===== src/peiq_ram.sv =====
// Generic single-port-write, single-port-read RAM with registered read data.
// Parameters set word width and depth. No dependencies.
`timescale 1ns / 1ps
module peiq_ram #(
	parameter int WIDTH = 8,
	parameter int DEPTH = 16
) (
	input  logic                     clk,
	input  logic                     we,
	input  logic [$clog2(DEPTH)-1:0] waddr,
	input  logic [WIDTH-1:0]         wdata,
	input  logic                     re,
	input  logic [$clog2(DEPTH)-1:0] raddr,
	output logic [WIDTH-1:0]         rdata
);

	logic [WIDTH-1:0] mem_q [DEPTH];

	always_ff @(posedge clk) begin
		if (we) begin
			mem_q[waddr] <= wdata;
		end
		if (re) begin
			rdata <= mem_q[raddr];
		end
	end

endmodule


===== config.mk =====
export PLATFORM = sky130hd
export DESIGN_NAME = peiq_ram
export DESIGN_NICKNAME = d
export VERILOG_FILES = /design/src/peiq_ram.sv
export SDC_FILE = /design/constraint.sdc
export NUM_CORES = 1
export LEC_CHECK = 0
export BUFFER_PORTS_ARGS = -buffer_cell sky130_fd_sc_hd__buf_2
export CAP_MARGIN = 10
export CORE_UTILIZATION = 55
export DETAILED_ROUTE_END_ITERATION = 10
export PLACE_DENSITY = 0.74
export SLEW_MARGIN = 10
export SYNTH_ARGS = -nofsm -noshare
export SYNTH_HDL_FRONTEND = slang
export SYNTH_SLANG_ARGS = --single-unit
export TNS_END_PERCENT = 10

===== constraint.sdc =====
create_clock -name clk -period 2.3 [get_ports clk]
set_clock_uncertainty 0.2 [all_clocks]
set_input_delay 0.23 -clock clk [delete_from_list [all_inputs] [get_ports clk]]
set_output_delay 0.23 -clock clk [all_outputs]
set_load 0.01 [all_outputs]

==> results of run 1 <==
[registers in the layout, indices dropped and copies added, names as in the netlist]
name and cells:
mem_q 128, rdata 8
[power by group]
group	internal [mW]	total (mW)	switching, mW
clock network	1.77	2.76	0.997
registers	2.79	2.81	0.0147
logic	0.121	0.270	0.150
[timing repair]
action / in CTS / in global routing
setup endpoints to repair: 0 / 0
hold buffers: 9 / 0
endpoints found under the hold margin: 136 / 0
setup buffers: 0 / 0
gates resized for setup: 0 / 0
[logic make-up (layout without fill, tap and decap cells)]
kind of cell | Yosys count | count (layout) | synth area share
buffers and inverters | 10 | 88 | 0.0165
muxes | 32 | 32 | 0.148
DFF | 136 | 136 | 0.781
AOI/OAI and AO/OA | 16 | 16 | 0.0230
and+or+nand+nor | 35 | 35 | 0.0314
[cell type report]
| type | count | share of cell area |
|---|---|---|
| clock buffer | 18 | 0.0661 |
| clock inverter | 14 | 0.0311 |
| multi-input combinational | 83 | 0.167 |
| sequential | 136 | 0.646 |
| tap | 129 | 0.0255 |
| timing repair buffer | 56 | 0.0637 |
[worst max-delay path, stage by stage, from the launching register on]
cell and delay (ns):
edfxtp_1 0.36, mux4_2 0.48, a22oi_1 0.28, nand2_1 0.12
[worst min path at each step]
stage	from	to	slack, ns	depth (start not counted)
global route	waddr[0]	mem_q[4][2]$_DFFE_PP_	0.09	3
detailed placement	re	rdata[5]$_DFFE_PP_	0.41	1
finish	waddr[0]	mem_q[4][2]$_DFFE_PP_	0.08	3
floorplan	wdata[0]	mem_q[0][0]$_DFFE_PP_	0.13	0
global placement	re	rdata[5]$_DFFE_PP_	0.41	1
CTS	waddr[0]	mem_q[4][2]$_DFFE_PP_	0.05	3
[per-layer routing]
metal,track usage,part of all wire
met5,0,0
met4,0.0837,0.015
met3,0.0548,0.060
met2,0.335,0.49
met1,0.310,0.43
[layout by cell type (no fill, tap or decap), types with 9 or more instances in the layout]
cell,instances
edfxtp_1,136
buf_2,26
buf_4,19
mux4_2,18
a22oi_1,16
clkbuf_16,16
mux4_1,14
nor2_1,13
nand2_1,9
dlygate4sd3_1,9
==> flow_summary.json, run 1 <==
{
  "status": "finished clean",
  "max_freq_mhz": 592,
  "initial_utilization": 0.566,
  "power.density_nw_per_um2": 924,
  "place.port_buffers": 26,
  "area_growth_pct": 20.9,
  "wl_per_cell_um": 22.5,
  "dp_cells": 395,
  "clock-sinks": 136,
  "crit_required_ns": 2.35,
  "synth-main-ff-cell": "edfxtp_1",
  "synth_cell_types": 18,
  "design_area_um2": 6320,
  "startpoint_type": "flop",
  "setup_viol": 0,
  "crit_path_end": "rdata[6]$_DFFE_PP_",
  "seq_area_um2": 4080,
  "h-tree-depth": 4,
  "syn-num-nets": 248,
  "grt_overflow": 0,
  "ys_seq_area_frac": 0.781,
  "rr_worst_depth": 3,
  "regToRegSetupSlack_ns": 0.61,
  "die_area_um2": 9900,
  "clkLatencyLatePin_ns": 0.51,
  "finalNetCount": 313,
  "rsz0062_at_grt": "no",
  "synth-warning-count": 0,
  "whs_ns": 0.0812,
  "antenna_found_initial": 0,
  "drc": 0,
  "core_area_um2": 9240,
  "finalMaxSlewViolations": 0,
  "placementRows": 35,
  "io_pins": 27,
  "critical_path_arrival_ns": 1.74,
  "num-fill-cells": 577,
  "grt_pass1_vias": 2552,
  "setup.worst_path.start": "mem_q[3][6]$_DFFE_PP_",
  "synth.avg_cell_area_um2": 22.8,
  "synth-async-reset-ratio": 0,
  "power_mw": 5.84,
  "ys_top_cells_by_count": "edfxtp_1, mux4_2, a22oi_1, mux4_1, nor2_1",
  "fin_crit_sh": 0.735,
  "dieHeight_um": 99.5,
  "clockBufferDepth": 2,
  "cts_tree": "built",
  "synth_edf_count": 136,
  "cap_viol_max_count": 0,
  "reg2reg_to": "rdata[6]$_DFFE_PP_",
  "drtPass1Iterations": 4,
  "synth.top_cell.area_share": 0.781,
  "dr_total_vias": 2531,
  "die_w_um": 99.5,
  "diodes": 0,
  "layoutNonFillerInstCount": 436,
  "pre_cts_ws_ns": 0.264,
  "fin_ws_ns": 0.610,
  "worst-path-max-fanout": 1,
  "synth.area.top_cells": "edfxtp_1, mux4_2, mux4_1",
  "netlist_area_um2": 5230,
  "cellLeakagePower_nw": 2.15,
  "grt_start_max_net_pins": 33,
  "synth_top_cell_by_area": "edfxtp_1",
  "ir_worst_vdd_uv": 588,
  "dpl.hpwl_mm": 5.88,
  "synth.most_common_cell": "edfxtp_1",
  "setup_tns_ns": 0,
  "fin_crit_ns": 1.69,
  "post-route-util": 0.684,
  "root_buffer": "clkbuf_8",
  "ant_nets": 0,
  "hold_viol_final": 0,
  "dpl_cell_area_um2": 5620,
  "path_clk_slew_ns": 0.06,
  "syn_inst": 229,
  "grt_pass1_wl_mm": 14.7,
  "synth-seq-cells": 136,
  "groute.usage.overall": 0.219,
  "min_path_type": "primary input to flop",
  "first_iter_violations": 207,
  "wirelength_mm": 9.83,
  "drive_gt1_frac": 0.316,
  "cp-end-kind": "flop",
  "slew_headroom": 0.692,
  "critPathKind": "flop to flop",
  "multiInputGateArea_um2": 1060,
  "r2r-start": "mem_q[3][6]$_DFFE_PP_",
  "vias_per_cell": 5.81,
  "cts_made_buffers": 17,
  "tightest_slew_ns": 0.461,
  "gp_congestion": 0.696
}
Note: power is estimated with default switching activity, not from simulation.
==> run 2, diff against run 1 <==
clock period = 1.6 ns   (was 2.3 ns; I/O delays follow)
==> run 2 against run 1 <==
Compared with the run above:
- the run now ends with negative setup slack left
- global-route usage increased by 0.86 points
- register-to-register slack got worse by 0.65 ns
- clock-buffer cell count did not move
- final area is 0.75% lower
- highest routed layer unchanged
- critical path type unchanged
- utilization is 0.51 points lower
==> flow_summary.json, run 2 (same netlist as run 1, synthesis figures left out) <==
{
  "status": "finished, violations left",
  "violations": "negative setup slack",
  "final_common_cell": "edfxtp_1",
  "place.port_buffers": 26,
  "cellLeakagePower_nw": 2.09,
  "h-tree-depth": 4,
  "worst-path-max-fanout": 1,
  "ant_nets": 0,
  "groute.usage.overall": 0.227,
  "clockBufferDepth": 2,
  "startpoint_type": "flop",
  "cap_viol_max_count": 0,
  "initial_utilization": 0.566,
  "vias_per_cell": 5.79,
  "area_growth_pct": 20.0,
  "clkLatencyLatePin_ns": 0.50,
  "power.density_nw_per_um2": 1280,
  "cp-end-kind": "flop",
  "grt_start_max_net_pins": 23,
  "num-fill-cells": 584,
  "fin_crit_ns": 1.64,
  "critical_path_arrival_ns": 1.69,
  "met3WireLength_um": 827,
  "min_path_type": "primary input to flop",
  "power_mw": 8.01,
  "die_area_um2": 9900,
  "path_clk_slew_ns": 0.06,
  "clock-sinks": 136,
  "reg.largest.list": "mem_q x128, rdata x8",
  "top_layer_used": "met4",
  "tightest_slew_ns": 0.945,
  "die_w_um": 99.5,
  "core_area_um2": 9240,
  "grt_pass1_wl_mm": 15.3,
  "cts_tree": "built",
  "drc": 0,
  "io_pins": 27,
  "largest_reg_flops": 128,
  "grt_overflow": 0,
  "wirelength_mm": 10.1,
  "hold_viol_final": 0,
  "mostFrequentLayoutCells": "edfxtp_1, mux4_2, buf_2",
  "root_buffer": "clkbuf_8",
  "top_register": "mem_q",
  "finalNetCount": 315,
  "diodes": 0,
  "dr_total_vias": 2534,
  "placementRows": 35,
  "slowest_delay_ns": 0.51,
  "crit_required_ns": 1.66,
  "dpl.hpwl_mm": 5.99,
  "slowest_stage": "mux4_2",
  "max_freq_mhz": 611,
  "cts_made_buffers": 17,
  "fin_ws_ns": -0.0369,
  "drive_gt1_frac": 0.382,
  "critPathKind": "flop to flop",
  "wl_per_cell_um": 23.1,
  "wl_met2_mm": 5.04,
  "setup_viol": 3,
  "finalMaxSlewViolations": 0,
  "wl_met1_mm": 4.06,
  "grt_pass1_vias": 2610,
  "rsz0062_at_grt": "yes",
  "ir_worst_vdd_uv": 577,
  "first_iter_violations": 180,
  "path_cells": "mux4_2, a22oi_2, nand2_1",
  "antenna_found_initial": 0,
  "drtPass1Iterations": 5,
  "pre_cts_ws_ns": -0.326,
  "gp_congestion": 0.709,
  "dieHeight_um": 99.5,
  "fin_crit_sh": 1.02,
  "slew_headroom": 0.368
}
## run 2: path summary, 6_finish.rpt
kind                          startpoint                    end  slack, ns  cells past startpoint
setup reg to reg   mem_q[3][6]$_DFFE_PP_     rdata[6]$_DFFE_PP_      -0.04                      3
hold / removal                  waddr[0]  mem_q[0][3]$_DFFE_PP_       0.04                      3
hold reg to reg   mem_q[13][2]$_DFFE_PP_     rdata[2]$_DFFE_PP_       0.55                      3
setup / recovery   mem_q[3][6]$_DFFE_PP_     rdata[6]$_DFFE_PP_      -0.04                      3
## run 2: layout make-up
cell class | count | area [um2] | area share
repair buffers | 58 | 418 | 0.0666
clock buffers | 18 | 418 | 0.0666
well taps | 129 | 161 | 0.0257
flip-flops and latches | 136 | 4080 | 0.651
multi-input cells | 83 | 1060 | 0.169
clock inverters | 14 | 134 | 0.0213
## run 2: critical path: cells and delay by family, from the launching register on
family / cells / cell delay (ns)
compound gates: 1 / 0.21
flops: 1 / 0.39
simple gates: 1 / 0.08
mux: 1 / 0.51
## run 2: per-layer routing
| layer | track usage | vias to the layer above |
|---|---|---|
| met5 | 0 | - |
| met4 | 0.101 | 0 |
| met3 | 0.0576 | 17 |
| met2 | 0.344 | 125 |
| met1 | 0.319 | 1286 |
| li1 | - | 1106 |
## run 2: timing repair
action | in CTS | in global routing
pin swaps | 3 | 5
resized for setup | 10 | 3
hold buffers | 9 | 0
setup buffers | 0 | 0
setup endpoints to repair | 8 | 8
hold endpoints to repair | 136 | 0
## run 2: stage by stage
step	hold slack [ns]	setup TNS [ns]	instances	area, um2	utilization
global placement	0.347	-2.46	397	5610	0.607
CTS	0.0109	-0.0821	438	6270	0.679
finish	0.0373	-0.0596	438	6270	0.679
floorplan	0.0589	-0.751	229	5220	-
global route	0.0289	-0.230	438	6270	0.679
detailed placement	0.355	-2.97	397	5610	0.607
## run 2: where the power goes
part	switching, mW	internal, mW	total (mW)
Clock	1.37	2.19	3.56
Combinational	0.226	0.187	0.413
Sequential	0.0235	4.02	4.04
==> run 3, diff against run 2 <==
CORE_UTILIZATION = 50   (was 55)
PLACE_DENSITY = 0.68   (was 0.74)
clock period = 2 ns   (was 1.6 ns; I/O delays follow)
==> run 3 against run 2 <==
Compared with the run above:
- the flow now finishes without violations
- cell count rose by 0.68%
- utilization fell by 4.5 points
- total power fell by 19%
- global-route usage fell by 3.7 points
- clock-buffer cell count fell by 1
- critical endpoint is now rdata[0]$_DFFE_PP_
- largest power group unchanged
==> flow_summary.json, run 3 (same netlist as run 1, synthesis figures left out) <==
{
  "fin_crit_sh": 0.857,
  "clockBufferDepth": 2,
  "worst-path-max-fanout": 1,
  "initial_utilization": 0.525,
  "holdCritStartpoint": "waddr[0]",
  "area_growth_pct": 20.7,
  "core_area_um2": 9950,
  "first_iter_violations": 141,
  "die_w_um": 104,
  "startpoint_type": "flop",
  "setup_viol": 0,
  "drtPass1Iterations": 4,
  "grt_start_max_net_pins": 17,
  "min_path_type": "primary input to flop",
  "vias_per_cell": 5.56,
  "cp-end-kind": "flop",
  "reg.largest.list": "mem_q x128, rdata x8",
  "path_clk_slew_ns": 0.06,
  "hold_path_end": "mem_q[0][7]$_DFFE_PP_",
  "diodes": 0,
  "antenna_found_initial": 0,
  "critPathKind": "flop to flop",
  "gp_congestion": 0.751,
  "fin_crit_ns": 1.71,
  "ant_nets": 0,
  "num-fill-cells": 672,
  "placementRows": 36,
  "reg2reg_to": "rdata[0]$_DFFE_PP_",
  "final_common_cell": "edfxtp_1",
  "wirelength_mm": 9.27,
  "rr_worst_depth": 3,
  "top_register": "mem_q",
  "finalNetCount": 315,
  "regToRegSetupSlack_ns": 0.29,
  "r2r-start": "mem_q[1][0]$_DFFE_PP_",
  "io_pins": 27,
  "cts_made_buffers": 17,
  "grt_pass1_wl_mm": 14.3,
  "hold_viol_final": 0,
  "cap_viol_max_count": 0,
  "grt_overflow": 0,
  "status": "finished clean",
  "power.density_nw_per_um2": 1030,
  "h-tree-depth": 4,
  "dpl_cell_area_um2": 5650,
  "grt_pass1_vias": 2520,
  "root_buffer": "clkbuf_8",
  "critical_path_arrival_ns": 1.77,
  "dpl.hpwl_mm": 5.92,
  "finalMaxSlewViolations": 0,
  "cts_tree": "built",
  "die_area_um2": 10900,
  "cts_setup_buffers": 0,
  "cellLeakagePower_nw": 2.16,
  "rsz0062_at_grt": "no",
  "hold_path_depth": 3,
  "place.port_buffers": 26,
  "design_area_um2": 6310,
  "dr_total_vias": 2453,
  "slew_headroom": 0.753,
  "crit_required_ns": 2.05,
  "ir_worst_vdd_uv": 643,
  "clock-sinks": 136,
  "whs_ns": 0.0371,
  "tightest_slew_ns": 0.371,
  "clkLatencyLatePin_ns": 0.52,
  "drc": 0,
  "max_freq_mhz": 583,
  "drive_gt1_frac": 0.318,
  "dieHeight_um": 104,
  "wl_per_cell_um": 21.0,
  "largest_reg_flops": 128,
  "setup_tns_ns": 0,
  "mostFrequentLayoutCells": "edfxtp_1, buf_2, buf_4",
  "groute.usage.overall": 0.190
}
run 3: critical path, stage by stage (launching register included):
cell and delay, ns:
edfxtp_1 0.36, mux4_1 0.51, a22oi_1 0.28, nand2_1 0.10
run 3: stage by stage:
stage / utilization / instances / total power [mW] / setup slack [ns]
5_1_grt: 0.634 / 441 / 6.69 / 0.234
6_report: 0.634 / 441 / 6.50 / 0.286
3_5_place_dp: 0.567 / 401 / 3.59 / -0.000511
4_1_cts: 0.634 / 441 / 6.55 / 0.256
3_3_place_gp: 0.567 / 401 / 3.58 / 0.0377
2_1_floorplan: - / 229 / 3.45 / 0.107
run 3: how the worst max path moves through the flow:
stage	start	endpoint	slack [ns]	depth (start not counted)
after floorplan	waddr[2]	mem_q[0][0]$_DFFE_PP_	0.11	2
after global placement	raddr[0]	rdata[0]$_DFFE_PP_	0.04	5
after detailed placement	raddr[0]	rdata[0]$_DFFE_PP_	-0.0005	5
after CTS	mem_q[1][0]$_DFFE_PP_	rdata[0]$_DFFE_PP_	0.26	3
after global routing	mem_q[1][0]$_DFFE_PP_	rdata[0]$_DFFE_PP_	0.23	3
final	mem_q[1][0]$_DFFE_PP_	rdata[0]$_DFFE_PP_	0.29	3
run 3: timing repair:
item                                    CTS  global route
hold buffers                              9             0
endpoints found under the hold margin   136             0
endpoints found under the setup margin    0             0
resized for setup                         0             0
run 3: layout make-up:
type                    count  area (um2)  share of cell area
clock buffers              17         414              0.0656
multi-input cells          83        1060               0.168
flip-flops and latches    136        4080               0.647
well taps                 133         166              0.0264
repair buffers             58         430              0.0682
clock inverters            14         159              0.0252
run 3: metal layers:
layer  share of wire  GRT usage  up-vias  routed length (um)
li1                -          -     1122                   -
met1            0.43      0.254     1244                4010
met2            0.49      0.296       74                4570
met3           0.056     0.0533       13                 523
met4           0.018     0.0827        0                 166
met5               0          0        -                   0
run 3: where the power goes:
part	total, mW	internal, mW	switching, mW
Sequential	3.23	3.21	0.0165
Clock	2.96	1.87	1.09
Combinational	0.310	0.145	0.166
